==> src/design/mcla_pkg.sv <==
`default_nettype none

package mcla_pkg;

	localparam int COORD_W = 4;
	localparam int COST_W  = 9;
	localparam logic [COST_W-1:0] COST_CAP = '1;

	typedef enum logic [1:0] {
		LINE_ROW,
		LINE_COL,
		LINE_DIAG,
		LINE_ANTI
	} line_kind_t;

	typedef struct packed {
		logic               step;
		logic               use_bit;
		logic               last_bit;
		logic               last_mask;
		logic               last_line;
		line_kind_t         kind;
		logic [COORD_W-1:0] line_idx;
		logic [COORD_W-1:0] pos;
		logic [COORD_W-1:0] idx;
	} dp_step_t;

endpackage

`default_nettype wire

==> src/design/mcla_seq.sv <==
`default_nettype none

module mcla_seq #(
	parameter int MAX_STONES = 15
) (
	input  wire logic                          clk,
	input  wire logic                          arst_n,
	input  wire logic                          start,
	input  wire logic [mcla_pkg::COORD_W-1:0]  n_eff,
	input  wire logic [MAX_STONES-1:0]         full,
	output mcla_pkg::dp_step_t                 step,
	output logic      [MAX_STONES-1:0]         mask,
	output logic      [MAX_STONES-1:0]         rd_addr
);

	localparam int IDX_W = (MAX_STONES > 1) ? $clog2(MAX_STONES) : 1;

	logic                          busy_q;
	mcla_pkg::line_kind_t          kind_q;
	logic [mcla_pkg::COORD_W-1:0] line_q;
	logic [MAX_STONES-1:0]         mask_q;
	logic [mcla_pkg::COORD_W-1:0] bit_q;
	logic [mcla_pkg::COORD_W-1:0] pos;
	logic [MAX_STONES-1:0]         bit_oh;
	logic [MAX_STONES-1:0]         top_mask;
	logic                          last_bit;
	logic                          last_mask;

	assign top_mask  = full - MAX_STONES'(1);
	assign last_bit  = (bit_q == n_eff - mcla_pkg::COORD_W'(1));
	assign last_mask = (mask_q == '0);

	always_comb begin
		pos = '0;
		for (int k = 0; k < MAX_STONES; k++) begin
			pos = pos + mcla_pkg::COORD_W'(mask_q[k]);
			bit_oh[k] = (bit_q == mcla_pkg::COORD_W'(k));
		end
	end

	always_comb begin
		step.step      = busy_q;
		step.use_bit   = ~mask_q[bit_q[IDX_W-1:0]];
		step.last_bit  = last_bit;
		step.last_mask = last_mask;
		step.last_line = (kind_q == mcla_pkg::LINE_ANTI);
		step.kind      = kind_q;
		step.line_idx  = line_q;
		step.pos       = pos;
		step.idx       = bit_q;
	end

	assign mask    = mask_q;
	assign rd_addr = mask_q | bit_oh;

	always_ff @(posedge clk or negedge arst_n) begin
		if (!arst_n) begin
			busy_q <= 1'b0;
			kind_q <= mcla_pkg::LINE_ROW;
			line_q <= '0;
			mask_q <= '0;
			bit_q  <= '0;
		end else if (start) begin
			busy_q <= 1'b1;
			kind_q <= mcla_pkg::LINE_ROW;
			line_q <= '0;
			mask_q <= top_mask;
			bit_q  <= '0;
		end else if (busy_q) begin
			if (!last_bit) begin
				bit_q <= bit_q + mcla_pkg::COORD_W'(1);
			end else begin
				bit_q <= '0;
				if (!last_mask) begin
					mask_q <= mask_q - MAX_STONES'(1);
				end else begin
					mask_q <= top_mask;
					unique case (kind_q)
						mcla_pkg::LINE_ROW: begin
							kind_q <= mcla_pkg::LINE_COL;
						end
						mcla_pkg::LINE_COL: begin
							if (line_q == n_eff - mcla_pkg::COORD_W'(1)) begin
								kind_q <= mcla_pkg::LINE_DIAG;
							end else begin
								kind_q <= mcla_pkg::LINE_ROW;
								line_q <= line_q + mcla_pkg::COORD_W'(1);
							end
						end
						mcla_pkg::LINE_DIAG: begin
							kind_q <= mcla_pkg::LINE_ANTI;
						end
						mcla_pkg::LINE_ANTI: begin
							busy_q <= 1'b0;
						end
						default: begin
							busy_q <= 1'b0;
						end
					endcase
				end
			end
		end
	end

endmodule

`default_nettype wire

==> config.mk <==
export PLATFORM = sky130hd
export DESIGN_NAME = mcla_seq
export DESIGN_NICKNAME = d
export VERILOG_FILES = /design/src/design/mcla_pkg.sv /design/src/design/mcla_seq.sv
export SDC_FILE = /design/constraint.sdc
export NUM_CORES = 1
export LEC_CHECK = 0
export BUFFER_PORTS_ARGS = -buffer_cell sky130_fd_sc_hd__buf_2
export CORE_AREA = 2 2 85 120
export CTS_BUF_LIST = sky130_fd_sc_hd__clkbuf_8
export DETAILED_ROUTE_END_ITERATION = 8
export DIE_AREA = 0 0 87 122
export MAX_ROUTING_LAYER = met4
export SYNTH_ARGS = -nofsm -noshare
export SYNTH_HDL_FRONTEND = slang
export SYNTH_SLANG_ARGS = --single-unit
==> constraint.sdc <==
create_clock -name clk -period 4.5 [get_ports clk]
set_input_delay 0.225 -clock clk [delete_from_list [all_inputs] [get_ports clk]]
set_output_delay 0.225 -clock clk [all_outputs]
set_load 0.02 [all_outputs]
==> impl_metrics.env, run 1 <==
export IMPL_grt_pass1_vias=2502
export IMPL_min_delay_start="full[14]"
export IMPL_drive_gt1_share_pct=23.7
export IMPL_period_share_pct=94.4
export IMPL_synth_area_um2=2710
export IMPL_ant_nets=0
export IMPL_clkTransAtPathRegs_ps=90
export IMPL_rr_worst_depth=7
export IMPL_dp_cells=488
export IMPL_synth_top_area_share_pct=24.0
export IMPL_vias=2616
export IMPL_p_total_mw=1.68
export IMPL_internal_power_mw=0.800
export IMPL_status="finished, final reports clean"
export IMPL_antenna_found_initial=0
export IMPL_worstHoldPathCells=3
export IMPL_dieArea_um2=10600
export IMPL_syn_to_final_growth_pct=17.1
export IMPL_grt_pass1_wl_mm=13.0
export IMPL_clockPowerShare_pct=8.2
export IMPL_critPathCaptureType="primary output"
export IMPL_r2r_end="mask[13]$_DFFE_PN0P_"
export IMPL_clock_latency_ps=280
export IMPL_hold_class="input pin to register"
export IMPL_synth_main_ff_cell="dfrtp_1"
export IMPL_grt_max_degree=27
export IMPL_totalWireLength_mm=8.20
export IMPL_p_seq_share_pct=20.3
export IMPL_finClkSkew_ps=7.21
export IMPL_worst_pin_slew_ps=1210
export IMPL_required_ps=4280
export IMPL_worst_setup_path_type="register to primary output"
export IMPL_arrival_ps=4020
export IMPL_drt_iter0_markers=158
export IMPL_ir_worst_vdd_uv=475
export IMPL_synth_nets=370
export IMPL_setup_violations_final=0
export IMPL_r2r_start="mask[0]$_DFFE_PN0P_"
export IMPL_avgViaCountPerCell=5.32
export IMPL_post_cts_buffers=0
export IMPL_gp_congestion=0.857
export IMPL_cts_tree="built"
export IMPL_final_cells=492
export IMPL_core_area_um2=9630
export IMPL_fin_nets=429
export IMPL_maxSlewViolCount=0
export IMPL_cts_htree_levels=1
export IMPL_root_buffer="clkbuf_8"
export IMPL_swShare_pct=52.4
export IMPL_grtUsageTotal_pct=16.0
export IMPL_synth_largest_area_cell="dfrtp_1"
export IMPL_drc=0
export IMPL_numClockSinks=26
export IMPL_die_width_um=87
export IMPL_slew_headroom_pct=18.6
export IMPL_syn_area_per_cell_um2=8.39
export IMPL_worstPathMaxFanout=7
export IMPL_cap_violations=0
export IMPL_wl_per_cell_um=16.7
export IMPL_initial_core_util_pct=28.1
export IMPL_cts_buffer_depth=2
export IMPL_gr_total_overflow=0
export IMPL_placementRows=43
export IMPL_ys_top_cells_by_area="dfrtp_1 (24%), fa_1 (7.4%), ha_1 (6.9%), xnor2_1 (5.2%), inv_1 (4.8%)"
export IMPL_synth_cell_types=52
export IMPL_final_util_pct=32.9
export IMPL_placed_cell_area_um2=3120
export IMPL_combPwrFrac_pct=71.5
export IMPL_dr_pass1_iters=4
export IMPL_io_buffers=70
export IMPL_p_per_area_nw_per_um2=529
export IMPL_ys_ff_latch=26
export IMPL_n_antenna_cell=0
export IMPL_synthCells=323
export IMPL_period_needed_ps=4250
export IMPL_worst_setup_path_start_kind="register"
export IMPL_hold_viol=0
export IMPL_fmax_mhz=235
export IMPL_power_switching_mw=0.879
export IMPL_rsz0062_at_grt="false"
export IMPL_cts_made_buffers=3
export IMPL_ys_warn_count=0
export IMPL_holdPathEnd="mask[14]$_DFFE_PN0P_"
export IMPL_die_y_um=122
export IMPL_setup_tns_ps=0
export IMPL_async_reset_ff_share_pct=100
export IMPL_io_pins=71
export IMPL_post_route_cell_area_um2=3170
export IMPL_hpwl_mm=6.34
export IMPL_ys_seq_area_share_pct=24.0
export IMPL_synth_edf_count=0
export IMPL_p_leak_nw=1.49
export IMPL_regToRegSetupSlack_ps=1630
[what timing repair did]
item | in CTS | in global routing
hold buffers | 1 | 0
resized for setup | 0 | 2
endpoints found under the setup margin | 0 | 1
endpoints found under the hold margin | 26 | 0
[metal layers]
layer	GRT usage (%)	wire [um]	share of wire, %	vias to the layer above
met3	1.49	374	4.6	14
met1	20.9	3450	42	1250
met2	25.9	4140	50	100
met5	-	0	0	-
met4	5.66	235	2.9	0
li1	-	-	-	1252
[kinds of logic (layout without fill, tap and decap cells)]
group | count (synthesis) | count (layout) | synth area share, %
muxes | 6 | 6 | 4.06
buffers and inverters | 54 | 111 | 8.45
adders and majority gates | 25 | 25 | 14.3
DFF | 26 | 26 | 24.0
and+or+nand+nor | 110 | 110 | 22.3
xor gates and xnor gates | 24 | 24 | 8.59
AOI/OAI and AO/OA | 78 | 78 | 18.2
[synthesized netlist by cell type (5+ instances only)]
cell      number
inv_1         35
dfrtp_1       26
nand2_1       26
a21oi_1       22
nor2_1        22
xnor2_1       16
ha_1          15
clkbuf_1      13
nand3_1       13
o21ai_1       11
fa_1          10
nor3_1        10
o21ai_0       10
a21o_1         9
nor4_1         6
or4_1          6
xor2_1         6
a31oi_1        5
[power by group through the flow]
stage / registers (mW) / logic, mW / clock network, mW
floorplan: 0.350 / 0.861 / 0
global placement: 0.341 / 1.21 / 0
detailed placement: 0.344 / 1.22 / 0
CTS: 0.339 / 1.22 / 0.144
global route: 0.351 / 1.34 / 0.153
finish: 0.340 / 1.20 / 0.138
[final cells by class]
type                       instances  area [um^2]
sequential                        26          653
clock buffer                       3         41.3
tap                              112          140
timing repair buffer              72          368
inverter                          36          135
fill                            1001         6460
multi-input combinational        243         1840
[how the worst max path moves through the flow]
| stage | start | endpoint | slack [ps] | depth (start not counted) |
|---|---|---|---|---|
| finish | mask[5]$_DFFE_PN0P_ | step[5] | 250 | 13 |
| global route | mask[0]$_DFFE_PN0P_ | step[5] | 50 | 13 |
| CTS | mask[0]$_DFFE_PN0P_ | step[5] | 170 | 13 |
| detailed placement | mask[5]$_DFFE_PN0P_ | step[5] | 490 | 13 |
| global placement | mask[5]$_DFFE_PN0P_ | step[5] | 540 | 13 |
| floorplan | mask[0]$_DFFE_PN0P_ | step[5] | 550 | 12 |
[metrics by stage]
stage / hold WS, ps / setup WS (ps)
6_report: 315 / 252
2_1_floorplan: -70.6 / 552
3_5_place_dp: 282 / 491
5_1_grt: 301 / 53.9
3_3_place_gp: 274 / 539
4_1_cts: 306 / 169
[cells in the final DEF, fill, tap and decap left out, types with 2 or more instances in the layout]
master     netlist  layout
dfrtp_2          0       2
inv_1           35      35
buf_2            0      70
a31o_2           3       3
nand3_1         13      13
mux2i_1          2       2
mux4_2           4       4
nand2_1         26      26
a2bb2oi_1        2       2
clkbuf_8         0       3
a21oi_1         22      22
ha_1            15      15
or4_1            6       6
or3_1            3       3
nand4_1          3       3
nor3_1          10      10
a22o_1           3       3
nor2_1          22      22
a31oi_1          5       4
nor4_1           6       6
o41ai_1          2       2
and2_1           3       3
nor3b_1          2       2
fa_1            10      10
xor2_1           6       6
dfrtp_1         26      24
o21ai_1         11      11
a21o_1           9       9
nand2b_1         4       4
nor2b_1          3       3
xnor2_1         16      16
o21ai_0         10      10
o31ai_1          4       4
[registers in the layout, summed over array words and instances (netlist names)]
| name | count |
|---|---|
| mask | 15 |
| bit_q | 4 |
| line_q | 4 |
| kind_q | 2 |
| busy_q | 1 |
[critical path, stage by stage, from the launching register on]
cell and delay [ps]:
dfrtp_2 430, inv_1 100, fa_1 560, inv_1 60, fa_1 460, fa_1 510
inv_1 50, fa_1 470, inv_1 50, fa_1 370, inv_1 80, fa_1 400
inv_1 60, buf_2 150
Note: power is estimated with default switching activity, not from simulation.
==> run 2, diff against run 1 <==
--- a/config.mk
+++ b/config.mk
@@ -6,11 +6,14 @@
 export NUM_CORES = 1
 export LEC_CHECK = 0
 export BUFFER_PORTS_ARGS = -buffer_cell sky130_fd_sc_hd__buf_2
+export CELL_PAD_IN_SITES_DETAIL_PLACEMENT = 1
+export CELL_PAD_IN_SITES_GLOBAL_PLACEMENT = 1
 export CORE_AREA = 2 2 85 120
 export CTS_BUF_LIST = sky130_fd_sc_hd__clkbuf_8
 export DETAILED_ROUTE_END_ITERATION = 8
 export DIE_AREA = 0 0 87 122
 export MAX_ROUTING_LAYER = met4
+export PLACE_DENSITY_LB_ADDON = 0.1
 export SYNTH_ARGS = -nofsm -noshare
 export SYNTH_HDL_FRONTEND = slang
 export SYNTH_SLANG_ARGS = --single-unit
==> impl_metrics.env, run 2 (synthesis results as in run 1) <==
export IMPL_worstPathMaxFanout=7
export IMPL_regToRegSetupSlack_ps=1620
export IMPL_p_per_area_nw_per_um2=543
export IMPL_grt_max_degree=27
export IMPL_maxSlewViolCount=0
export IMPL_die_width_um=87
export IMPL_cts_made_buffers=3
export IMPL_setup_violations_final=0
export IMPL_wl_per_cell_um=18.3
export IMPL_min_delay_start="full[14]"
export IMPL_setup_tns_ps=0
export IMPL_multi_input_area_um2=1840
export IMPL_worst_setup_path_start_kind="register"
export IMPL_drc=0
export IMPL_mostFrequentLayoutCell="buf_2"
export IMPL_numClockSinks=26
export IMPL_root_buffer="clkbuf_8"
export IMPL_die_y_um=122
export IMPL_initial_core_util_pct=28.1
export IMPL_vias=2571
export IMPL_drt_iter0_markers=85
export IMPL_gp_congestion=0.807
export IMPL_num_fill_cells=1186
export IMPL_slew_headroom_pct=37.5
export IMPL_grt_pass1_vias=2616
export IMPL_n_antenna_cell=0
export IMPL_worstHoldPathCells=3
export IMPL_totalWireLength_mm=9.09
export IMPL_final_cell_mix="buf_2 (70), inv_1 (35), nand2_1 (26)"
export IMPL_p_leak_nw=1.52
export IMPL_r2r_end="mask[13]$_DFFE_PN0P_"
export IMPL_avgViaCountPerCell=5.17
export IMPL_io_buffers=70
export IMPL_grt_pass1_wl_mm=14.5
export IMPL_placementRows=43
export IMPL_hpwl_mm=7.25
export IMPL_io_pins=71
export IMPL_rr_worst_depth=7
export IMPL_worst_setup_path_type="register to primary output"
export IMPL_rsz0062_at_grt="false"
export IMPL_worst_pin_slew_ps=937
export IMPL_cap_violations=0
export IMPL_drive_gt1_share_pct=24.7
export IMPL_period_needed_ps=4290
export IMPL_regArea_um2=653
export IMPL_ir_worst_vdd_uv=919
export IMPL_holdPathEnd="mask[14]$_DFFE_PN0P_"
export IMPL_core_area_um2=9630
export IMPL_cts_buffer_depth=2
export IMPL_fmax_mhz=233
export IMPL_antenna_found_initial=0
export IMPL_arrival_ps=4060
export IMPL_largest_register_ffs=15
export IMPL_required_ps=4280
export IMPL_ant_nets=0
export IMPL_critPathCaptureType="primary output"
export IMPL_clock_latency_ps=290
export IMPL_finClkSkew_ps=5.42
export IMPL_gr_total_overflow=0
export IMPL_fin_ws_ps=210
export IMPL_status="finished, final reports clean"
export IMPL_r2r_start="mask[1]$_DFFE_PN0P_"
export IMPL_cts_htree_levels=1
export IMPL_dr_pass1_iters=4
export IMPL_clkTransAtPathRegs_ps=110
export IMPL_hold_viol=0
export IMPL_cts_tree="built"
export IMPL_syn_to_final_growth_pct=19.4
export IMPL_fin_nets=433
export IMPL_period_share_pct=95.3
export IMPL_grtUsageTotal_pct=18.1
export IMPL_pre_cts_ws_ps=457
export IMPL_dieArea_um2=10600
export IMPL_hold_class="input pin to register"
## run 2: power by group
group / total, mW / internal [mW] / switching, mW / leakage, nW
Sequential: 0.337 / 0.264 / 0.0723 / 0.319
Clock: 0.208 / 0.119 / 0.0890 / 0.0357
Combinational: 1.21 / 0.480 / 0.731 / 1.17
## run 2: worst max-delay path by stage
stage / slack, ps / start / cells past startpoint / endpoint
floorplan: 550 / mask[0]$_DFFE_PN0P_ / 12 / step[5]
global placement: 540 / mask[5]$_DFFE_PN0P_ / 13 / step[5]
detailed placement: 460 / mask[5]$_DFFE_PN0P_ / 13 / step[5]
CTS: 120 / mask[5]$_DFFE_PN0P_ / 13 / step[5]
global route: 30 / mask[9]$_DFFE_PN0P_ / 13 / step[5]
finish: 210 / mask[9]$_DFFE_PN0P_ / 13 / step[5]
## run 2: per-layer routing
metal  wire [um]  GRT usage (%)
met1        3840           22.1
met2        5020           32.9
met3         152          0.949
met4          77           3.52
met5           0              -
## run 2: metrics by stage
stage                     total power [mW]  util, %  hold WS [ps]  cell area [um^2]  instances
after floorplan                       1.21        -         -70.6              2710        323
after global placement                1.56     32.7           305              3150        492
after detailed placement              1.58     32.7           303              3150        492
after CTS                             1.79     33.5           236              3230        497
after global routing                  1.95     33.6           266              3230        497
final                                 1.76     33.6           238              3230        497
## run 2: worst max-delay path: stages, from the launching register on
cell and delay, ps:
dfrtp_1 480, inv_1 110, fa_1 500, inv_1 50, fa_1 460, fa_1 520, inv_1 50, fa_1 480
inv_1 50, fa_1 380, inv_1 90, fa_1 400, inv_1 60, buf_2 150
## run 2: cell type report
cell class | instances | area share [%]
Sequential cell | 26 | 20.2
Inverter | 36 | 4.18
Timing Repair Buffer | 76 | 12.3
Clock buffer | 3 | 1.28
Multi-Input combinational cell | 243 | 56.8
Tap cell | 112 | 4.33
Clock inverter | 1 | 0.929
## run 2: timing repair
item | 4_1_cts | 5_1_grt
endpoints found under the setup margin | 0 | 1
resized for setup | 0 | 2
hold buffers | 1 | 0
setup buffers | 0 | 0
hold endpoints to repair | 26 | 0
