**src/design/mcla_pkg.sv**
```systemverilog
`default_nettype none

package mcla_pkg;

	localparam int COORD_W = 4;
	localparam int COST_W  = 9;
	localparam logic [COST_W-1:0] COST_CAP = '1;

	typedef enum logic [1:0] {
		LINE_ROW,
		LINE_COL,
		LINE_DIAG,
		LINE_ANTI
	} line_kind_t;

	typedef struct packed {
		logic               step;
		logic               use_bit;
		logic               last_bit;
		logic               last_mask;
		logic               last_line;
		line_kind_t         kind;
		logic [COORD_W-1:0] line_idx;
		logic [COORD_W-1:0] pos;
		logic [COORD_W-1:0] idx;
	} dp_step_t;

endpackage

`default_nettype wire

```
**src/design/mcla_eval.sv**
```systemverilog
`default_nettype none

module mcla_eval #(
	parameter int MAX_STONES = 15
) (
	input  wire logic                                  clk,
	input  wire logic                                  arst_n,
	input  wire logic [mcla_pkg::COORD_W-1:0]          n_eff,
	input  wire logic [MAX_STONES-1:0]                 full,
	input  wire logic [MAX_STONES-1:0][7:0]            stones,
	input  mcla_pkg::dp_step_t                         step,
	input  wire logic [MAX_STONES-1:0]                 mask,
	input  wire logic [MAX_STONES-1:0]                 rd_addr,
	input  wire logic [mcla_pkg::COST_W-1:0]           rd_data,
	output logic                                       wr_en,
	output logic      [MAX_STONES-1:0]                 wr_addr,
	output logic      [mcla_pkg::COST_W-1:0]           wr_data,
	output logic                                       done,
	output logic      [mcla_pkg::COST_W-1:0]           result
);

	localparam int IDX_W = (MAX_STONES > 1) ? $clog2(MAX_STONES) : 1;

	mcla_pkg::dp_step_t            step_s1;
	logic [MAX_STONES-1:0]         mask_s1;
	logic [MAX_STONES-1:0]         addr_s1;
	logic [mcla_pkg::COST_W-1:0]  acc_q;
	logic [mcla_pkg::COST_W-1:0]  best_q;
	logic                          fwd_valid_q;
	logic [MAX_STONES-1:0]         fwd_addr_q;
	logic [mcla_pkg::COST_W-1:0]  fwd_data_q;

	logic [7:0]                    stone;
	logic [mcla_pkg::COORD_W-1:0] sr;
	logic [mcla_pkg::COORD_W-1:0] sc;
	logic [mcla_pkg::COORD_W-1:0] tr;
	logic [mcla_pkg::COORD_W-1:0] tc;
	logic [mcla_pkg::COORD_W-1:0] dr;
	logic [mcla_pkg::COORD_W-1:0] dc;
	logic [mcla_pkg::COST_W-1:0]  dp_val;
	logic [mcla_pkg::COST_W-1:0]  cost;
	logic [mcla_pkg::COST_W-1:0]  cand;
	logic [mcla_pkg::COST_W-1:0]  line_min;

	always_ff @(posedge clk or negedge arst_n) begin
		if (!arst_n) begin
			step_s1 <= '0;
		end else begin
			step_s1 <= step;
		end
	end

	always_ff @(posedge clk) begin
		mask_s1 <= mask;
		addr_s1 <= rd_addr;
	end

	always_comb begin
		stone = stones[step_s1.idx[IDX_W-1:0]];
		sr    = stone[7:4];
		sc    = stone[3:0];
		unique case (step_s1.kind)
			mcla_pkg::LINE_ROW: begin
				tr = step_s1.line_idx;
				tc = step_s1.pos;
			end
			mcla_pkg::LINE_COL: begin
				tr = step_s1.pos;
				tc = step_s1.line_idx;
			end
			mcla_pkg::LINE_DIAG: begin
				tr = step_s1.pos;
				tc = step_s1.pos;
			end
			mcla_pkg::LINE_ANTI: begin
				tr = step_s1.pos;
				tc = n_eff - step_s1.pos - mcla_pkg::COORD_W'(1);
			end
			default: begin
				tr = step_s1.pos;
				tc = step_s1.pos;
			end
		endcase
		dr = (sr > tr) ? sr - tr : tr - sr;
		dc = (sc > tc) ? sc - tc : tc - sc;

		// full mask costs nothing; a write at the edge of this read is forwarded
		priority if (addr_s1 == full) begin
			dp_val = '0;
		end else if (fwd_valid_q && addr_s1 == fwd_addr_q) begin
			dp_val = fwd_data_q;
		end else begin
			dp_val = rd_data;
		end

		cost = mcla_pkg::COST_W'(dr) + mcla_pkg::COST_W'(dc) + dp_val;
		cand = (step_s1.use_bit && cost < acc_q) ? cost : acc_q;
		line_min = (cand < best_q) ? cand : best_q;
	end

	assign wr_en   = step_s1.step && step_s1.last_bit;
	assign wr_addr = mask_s1;
	assign wr_data = cand;
	assign done    = wr_en && step_s1.last_mask && step_s1.last_line;
	assign result  = line_min;

	always_ff @(posedge clk or negedge arst_n) begin
		if (!arst_n) begin
			acc_q       <= mcla_pkg::COST_CAP;
			best_q      <= mcla_pkg::COST_CAP;
			fwd_valid_q <= 1'b0;
		end else begin
			fwd_valid_q <= wr_en;
			if (wr_en) begin
				acc_q <= mcla_pkg::COST_CAP;
				if (step_s1.last_mask) begin
					best_q <= step_s1.last_line ? mcla_pkg::COST_CAP : line_min;
				end
			end else if (step_s1.step) begin
				acc_q <= cand;
			end
		end
	end

	always_ff @(posedge clk) begin
		fwd_addr_q <= mask_s1;
		fwd_data_q <= cand;
	end

endmodule

`default_nettype wire

```
**config.mk**
```make
export PLATFORM = sky130hd
export DESIGN_NAME = mcla_eval
export DESIGN_NICKNAME = d
export VERILOG_FILES = /design/src/design/mcla_pkg.sv /design/src/design/mcla_eval.sv
export SDC_FILE = /design/constraint.sdc
export NUM_CORES = 1
export LEC_CHECK = 0
export ABC_AREA = 0
export BUFFER_PORTS_ARGS = -buffer_cell sky130_fd_sc_hd__buf_2
export CORE_ASPECT_RATIO = 0.8
export CORE_MARGIN = 10
export CORE_UTILIZATION = 44
export CTS_CLUSTER_DIAMETER = 80
export DETAILED_ROUTE_END_ITERATION = 12
export PLACE_DENSITY = 0.78
export SETUP_SLACK_MARGIN = 0.5
export SKIP_CTS_REPAIR_TIMING = 1
export SLEW_MARGIN = 20
export SYNTH_ARGS = -nofsm -noshare
export SYNTH_HDL_FRONTEND = slang
export SYNTH_SLANG_ARGS = --single-unit
```
**constraint.sdc**
```tcl
create_clock -name clk -period 8.9 [get_ports clk]
set_clock_uncertainty 0.15 [all_clocks]
set_input_delay 0 -clock clk [delete_from_list [all_inputs] [get_ports clk]]
set_output_delay 0 -clock clk [all_outputs]
set_load 0.05 [all_outputs]
```
==> Flow_metrics.wiki, run 1 <==
{| class="wikitable"
! Metric !! Value
|-
| Outcome || completed
|-
| Leakage Power || 3.943 nW
|-
| GPL Wtd Cong || 0.9236
|-
| PwrDens || 393.7 nW/µm²
|-
| Pre-CTS setup slack || 0.1676 ns
|-
| Number of instances in the synthesized netlist || 500
|-
| Floorplan core area || 12,210 µm²
|-
| Clock insertion delay at the later pin of the skew report || 0.34 ns
|-
| Number of sinks driven by the clock tree || 92
|-
| Via density per instance || 5.388
|-
| Cell Area, Synth || 5494 µm²
|-
| Post-layout utilization of the core || 68.63%
|-
| Sum of negative setup slack || 0 ns
|-
| Synthesized flop and latch total || 92
|-
| Clock-pin slew on the worst setup and hold paths || 0.07 ns
|-
| Part of the cycle the worst path needs || 94.46%
|-
| Count of max-cap constraint violations || 0
|-
| Most prevalent standard cell on the critical path || sky130_fd_sc_hd__a21o_1
|-
| Count of placed standard cells including taps || 893
|-
| Maximum fanout along the worst path || 8
|-
| Maximum clock frequency || 119.0 MHz
|-
| GRT Total Usage || 18.81%
|-
| Cell Count, Final, Fillers Out || 994
|-
| Share of cells above drive strength 1 || 49.88%
|-
| Row count || 36
|-
| Average cell area after synthesis || 10.99 µm²
|-
| Post-synth EDFFs || 0
|-
| Initial Util || 45.01%
|-
| Yosys warning count || 0
|-
| Wire length per cell after detailed routing || 20.56 µm
|-
| Root buffer cell || sky130_fd_sc_hd__clkbuf_16
|-
| Transition time at the pin with the least slew margin || 0.8423 ns
|-
| Max-slew headroom at the worst pin || 43.85%
|-
| Port buffer count || 233
|-
| Wire length reported by the detailed router || 20,440 µm
|-
| Final Hold Viols || 0
|-
| Drt drc || 0
|-
| H-Tree Level Count || 3
|-
| Distinct cell type count of the synthesized netlist || 45
|-
| Path category of the worst min-delay check || primary input to register
|-
| Critical path's largest stage delay || 0.56 ns
|-
| CP delay by family, top || adder cells
|-
| Inserted Clock Buffers || 9
|-
| Top-level port count || 234
|-
| Violation count after the first detailed-route iteration || 354
|-
| VDD IR-drop max || 0.3651 mV
|-
| Detailed-placement wirelength estimate || 14,290 µm
|-
| Bufs on Longest Clock Path || 2
|-
| Share of the yosys chip area belonging to registers || 37.39%
|-
| Clock tree from TritonCTS || yes
|-
| Residual antenna-violating net count after detailed routing || 0
|-
| Buf/Inv on CP || 7
|-
| Worst path setup slack after routing || 0.4935 ns
|-
| Endpoint class of the critical path || output port
|-
| Vias after detailed routing || 5,356
|-
| Die ar. || 17,380 µm²
|-
| Number of pins with negative max-slew slack in the final report || 0
|-
| Chip height || 119.9 µm
|-
| Vias in the first global route || 5,180
|-
| Die width || 144.9 µm
|-
| Kind of launch point of the worst setup path || register
|-
| Library cell contributing the largest single delay on the critical path || sky130_fd_sc_hd__fa_1
|-
| Minimum clock period || 8.407 ns
|-
| Layout Area Growth over Synthesis || 52.49%
|-
| Number of nets in the final layout || 1,061
|-
| Count of endpoints failing setup in the final report || 0
|-
| Ys async rst share || 41.30%
|-
| Number of antenna violations at the first check in global routing || 3
|-
| Hold slack || 0.08257 ns
|-
| Startpoint-to-endpoint class of the critical path || register to output port
|-
| Most used flip-flop cell after synthesis || sky130_fd_sc_hd__dfxtp_1
|-
| Global-route wire length before repair || 26,920 µm
|-
| Worst Path Required || 8.75 ns
|-
| RSZ-0062 raised after global routing || yes
|-
| Pin count of the biggest net entering global routing || 39
|-
| Overall overflow remaining after global route || 0
|-
| Fill count || 839
|-
| Worst Path Arrival || 8.26 ns
|-
| Net count after synthesis || 746
|-
| Router iterations before antenna repair || 5
|}
[layer usage]
layer	share of wire (%)	GRT usage, %
met4	3.2	5.796
met2	52	32.88
met1	38	22.01
met3	7.3	5.332
met5	0	0
[sequential cells by signal, indices dropped and copies added (netlist names)]
name	count
best_q	9
acc_q	9
wr_addr	15
step_s1	19
fwd_valid_q	1
fwd_data_q	9
addr_s1	15
fwd_addr_q	15
[per-stage QoR]
step	total power, mW	instance area [µm²]
after global routing	3.437	8376
final	3.299	8378
after detailed placement	2.278	6925
after CTS	2.696	7242
after global placement	2.230	6925
after floorplan	1.875	5534
[report_power, final]
group	switching, mW	internal (mW)
registers	0.0540	0.511
logic	1.37	0.961
clock network	0.175	0.232
[cell usage after synthesis, drive strengths merged (15+ instances only)]
master	n	area share, %
mux2i	24	4.4
inv	47	3.2
nand2	16	1.1
o21ai	18	1.6
o22a	17	2.7
nand4	15	1.7
dfrtp	20	9.1
dfxtp	54	20
mux4	26	11
ha	37	8.4
dfstp	18	8.6
xnor2	38	6.1
a21oi	18	1.6
nor2	21	1.4
[cells by family after synthesis]
family | count (synthesis) | share of synthesized area [%]
XOR/XNOR | 44 | 7.014
AND/OR/NAND/NOR | 85 | 7.948
AO/OA/AOI/OAI | 102 | 12.87
buffers and inverters | 66 | 4.737
flip-flops | 92 | 37.39
multiplexers | 64 | 17.97
adder cells (fa/ha/maj) | 47 | 12.07
[cells in the final DEF (no fill, tap or decap), types with 4 or more instances in the layout]
cell type and count:
sky130_fd_sc_hd__o21ai_1 7, sky130_fd_sc_hd__buf_4 34, sky130_fd_sc_hd__mux2i_1 22, sky130_fd_sc_hd__a21oi_1 9, sky130_fd_sc_hd__nor2b_1 8, sky130_fd_sc_hd__a211oi_2 7
sky130_fd_sc_hd__ha_1 26, sky130_fd_sc_hd__dfrtp_1 17, sky130_fd_sc_hd__dlygate4sd3_1 50, sky130_fd_sc_hd__ha_4 5, sky130_fd_sc_hd__dfxtp_1 54, sky130_fd_sc_hd__xor2_1 6
sky130_fd_sc_hd__fa_1 7, sky130_fd_sc_hd__nor2_1 16, sky130_fd_sc_hd__ha_2 6, sky130_fd_sc_hd__buf_8 5, sky130_fd_sc_hd__o211ai_1 10, sky130_fd_sc_hd__clkbuf_16 11
sky130_fd_sc_hd__nand4_1 15, sky130_fd_sc_hd__a21oi_2 6, sky130_fd_sc_hd__nor2_2 4, sky130_fd_sc_hd__buf_2 228, sky130_fd_sc_hd__mux4_2 26, sky130_fd_sc_hd__o21ai_0 9
sky130_fd_sc_hd__nand2_1 16, sky130_fd_sc_hd__a211oi_1 4, sky130_fd_sc_hd__mux2_4 11, sky130_fd_sc_hd__xnor2_1 38, sky130_fd_sc_hd__a21o_1 14, sky130_fd_sc_hd__inv_1 44
sky130_fd_sc_hd__dfstp_2 18, sky130_fd_sc_hd__o22a_1 17
[cell type report]
cell class	instances	area, µm²	share of cell area (%)
Tap cell	171	214.0	2.554
Clock inverter	6	77.57	0.9259
Multi-Input combinational cell	342	3518	42.00
Timing Repair Buffer	323	2085	24.88
Sequential cell	92	2058	24.57
Inverter	47	178.9	2.136
Antenna cell	3	7.507	0.08961
Clock buffer	10	239.0	2.852
[worst reg2reg max path, delay by kind of cell (launching register included)]
kind                     cells  cell delay [ns]
AO/OA/AOI/OAI               11             2.29
adder cells (fa/ha/maj)      6             2.09
AND/OR/NAND/NOR              6             1.23
multiplexers                 3             1.07
buffers and inverters        5             0.64
flip-flops                   1             0.43
XOR/XNOR                     2             0.32
[worst paths after layout]
kind / start / slack (ns) / endpoint / cells after the start
max: step_s1[0]$_DFF_PN0_ / 0.49 / result[3] / 34
min: rd_data[8] / 0.08 / acc_q[8]$_DFFE_PN1P_ / 4
max reg2reg: step_s1[0]$_DFF_PN0_ / 0.60 / best_q[1]$_DFFE_PN1P_ / 33
min reg2reg: wr_addr[2]$_DFF_P_ / 0.20 / fwd_addr_q[2]$_DFF_P_ / 0
max in group asynchronous: arst_n / 7.85 / step_s1[3]$_DFF_PN0_ / 2
min in group asynchronous: arst_n / 0.16 / step_s1[17]$_DFF_PN0_ / 2
Note: power is estimated with default switching activity, not from simulation.
==> run 2, diff against run 1 <==
BUFFER_PORTS_ARGS = not set   (was -buffer_cell sky130_fd_sc_hd__buf_2)
CELL_PAD_IN_SITES_DETAIL_PLACEMENT = 0   (was not set)
CELL_PAD_IN_SITES_GLOBAL_PLACEMENT = 1   (was not set)
CORE_UTILIZATION = 43   (was 44)
DONT_BUFFER_PORTS = 1   (was not set)
PLACE_DENSITY = 0.87   (was 0.78)
==> run 2 against run 1 <==
Effect of this change:
- the flow now finishes with violations (hold timing)
- final cell count shrank 23%
- combinational power decreased by 3%
- non-clock buffer count is 226 lower
- global-route usage is 1.7 points lower
- largest cell class unchanged
- worst setup slack better by 0.081 ns
- utilization is 9.2 points lower
- worst hold slack worse by 0.095 ns
- routed wire length is 11% lower
==> Flow_metrics.wiki, run 2 (synthesized netlist as in run 1, its figures left out) <==
{| class="wikitable"
! Metric !! Value
|-
| Overall overflow remaining after global route || 0
|-
| Outcome || finished, violations left
|-
| Number of pins with negative max-slew slack in the final report || 0
|-
| Largest register by flop count || step_s1
|-
| RSZ-0062 raised after global routing || yes
|-
| Vias in the first global route || 4,201
|-
| Startpoint-to-endpoint class of the critical path || register to output port
|-
| Pin count of the biggest net entering global routing || 39
|-
| Worst R2R Start || step_s1[0]$_DFF_PN0_
|-
| Vias after detailed routing || 4,350
|-
| Met3 Routed Length || 1673 µm
|-
| PwrDens || 442.0 nW/µm²
|-
| Total power of the final layout || 3.242 mW
|-
| Clock-pin slew on the worst setup and hold paths || 0.07 ns
|-
| Most common cell after layout, fill and taps aside || sky130_fd_sc_hd__dfxtp_1
|-
| Worst setup path startpoint || step_s1[0]$_DFF_PN0_
|-
| Maximum clock frequency || 120.1 MHz
|-
| Endpoint class of the critical path || output port
|-
| Number of antenna violations at the first check in global routing || 0
|-
| Post-layout utilization of the core || 59.43%
|-
| Int Power || 1.730 mW
|-
| Final Hold Viols || 1
|-
| Part of the power in registers || 17.8%
|-
| Transition time at the pin with the least slew margin || 0.9612 ns
|-
| Drt drc || 0
|-
| Worst hold start || rd_data[8]
|-
| Maximum fanout along the worst path || 8
|-
| Bufs on Longest Clock Path || 2
|-
| Minimum clock period || 8.325 ns
|-
| Detailed-route wire length on metal 1 || 6933 µm
|-
| Violation count after the first detailed-route iteration || 255
|-
| VDD IR-drop max || 0.2892 mV
|-
| Chip height || 121.1 µm
|-
| Cell Count, Final, Fillers Out || 765
|-
| Port buffer count || 0
|-
| Floorplan core area || 12,340 µm²
|-
| Worst Path Arrival || 8.18 ns
|-
| Die ar. || 17,730 µm²
|-
| Clock insertion delay at the later pin of the skew report || 0.34 ns
|-
| Critical path's largest stage delay || 0.51 ns
|-
| Router iterations before antenna repair || 4
|-
| Number of sinks driven by the clock tree || 92
|-
| Highest metal used || met4
|-
| Max-slew headroom at the worst pin || 35.68%
|-
| Layout Area Growth over Synthesis || 33.50%
|-
| Violated checks || hold timing
|-
| Residual antenna-violating net count after detailed routing || 0
|-
| Wire length reported by the detailed router || 18,210 µm
|-
| Clock tree from TritonCTS || yes
|-
| Part of the cycle the worst path needs || 93.54%
|-
| Path category of the worst min-delay check || primary input to register
|-
| Inserted Clock Buffers || 9
|-
| Hold slack || -0.01198 ns
|-
| Routed length on met2 || 9366 µm
|-
| Initial Util || 44.52%
|-
| Share of cells above drive strength 1 || 29.46%
|-
| Row count || 36
|-
| Sw Pwr || 1.512 mW
|-
| Leakage Power || 3.119 nW
|-
| Gate power share || 69.6%
|-
| Sum of negative setup slack || 0 ns
|-
| Flip-flop count of the largest register after layout || 19
|-
| Global-route wire length before repair || 24,030 µm
|-
| Via density per instance || 5.686
|-
| Switching Share || 46.63%
|-
| Root buffer cell || sky130_fd_sc_hd__clkbuf_16
|-
| Worst Path Required || 8.75 ns
|-
| GPL Wtd Cong || 0.8550
|-
| Leading cell types in the layout, fill and taps excluded || sky130_fd_sc_hd__dfxtp_1 (54), sky130_fd_sc_hd__dlygate4sd3_1 (50), sky130_fd_sc_hd__inv_1 (44), sky130_fd_sc_hd__xnor2_1 (38), sky130_fd_sc_hd__buf_4 (29)
|-
| Number of nets in the final layout || 835
|-
| Portion of total power attributed to the clock network || 12.6%
|-
| Detailed-placement wirelength estimate || 13,360 µm
|-
| Count of endpoints failing setup in the final report || 0
|-
| Wire length per cell after detailed routing || 23.80 µm
|-
| Ant diodes || 0
|-
| GRT Total Usage || 17.09%
|-
| Count of max-cap constraint violations || 0
|-
| Die width || 146.4 µm
|-
| Kind of launch point of the worst setup path || register
|-
| Top-level port count || 234
|-
| Count of placed standard cells including taps || 670
|-
| H-Tree Level Count || 3
|-
| Library cell contributing the largest single delay on the critical path || sky130_fd_sc_hd__mux4_2
|}
run 2: final timing paths:
| check | to | slack [ns] | depth (start not counted) |
|---|---|---|---|
| worst min register to register | acc_q[5]$_DFFE_PN1P_ | 0.37 | 1 |
| min in group asynchronous | step_s1[17]$_DFF_PN0_ | 0.08 | 2 |
| worst min-delay path | acc_q[8]$_DFFE_PN1P_ | -0.01 | 3 |
| max in group asynchronous | acc_q[5]$_DFFE_PN1P_ | 8.27 | 2 |
| worst max register to register | best_q[4]$_DFFE_PN1P_ | 0.66 | 33 |
| worst max-delay path | result[7] | 0.57 | 34 |
run 2: worst max-delay path: cells and delay by family, from the launching register on:
kind | cells | cell delay, ns
DFF | 1 | 0.45
buffers and inverters | 4 | 0.47
AOI/OAI and AO/OA | 14 | 2.38
xor gates and xnor gates | 1 | 0.14
and+or+nand+nor | 4 | 0.56
muxes | 4 | 1.63
adders and majority gates | 7 | 2.20
run 2: metal layers:
metal / global-route usage [%] / vias to the layer above
li1: - / 1983
met1: 20.27 / 2172
met2: 29.09 / 176
met3: 6.262 / 19
met4: 3.933 / 0
met5: 0 / -
run 2: power groups by stage:
stage | registers [mW] | logic (mW) | clock network [mW]
floorplan | 0.563 | 1.31 | 0
global placement | 0.580 | 1.81 | 0
detailed placement | 0.583 | 1.86 | 0
CTS | 0.575 | 1.87 | 0.408
global route | 0.588 | 2.37 | 0.430
finish | 0.578 | 2.26 | 0.407
run 2: through the flow:
stage / setup WS (ns) / area, µm²
after floorplan: 0.5218 / 5534
after global placement: 0.3927 / 5928
after detailed placement: 0.08206 / 5928
after CTS: -0.2526 / 6243
after global routing: 0.3272 / 7335
final: 0.5747 / 7335
run 2: area by class of cell:
cell class | instances | area (µm²)
clock buffer | 10 | 229.0
clock inverter | 6 | 86.33
fill | 975 | 5007
inverter | 47 | 178.9
multi-input combinational | 342 | 3511
sequential | 92 | 2056
tap | 171 | 214.0
timing repair buffer | 97 | 1060
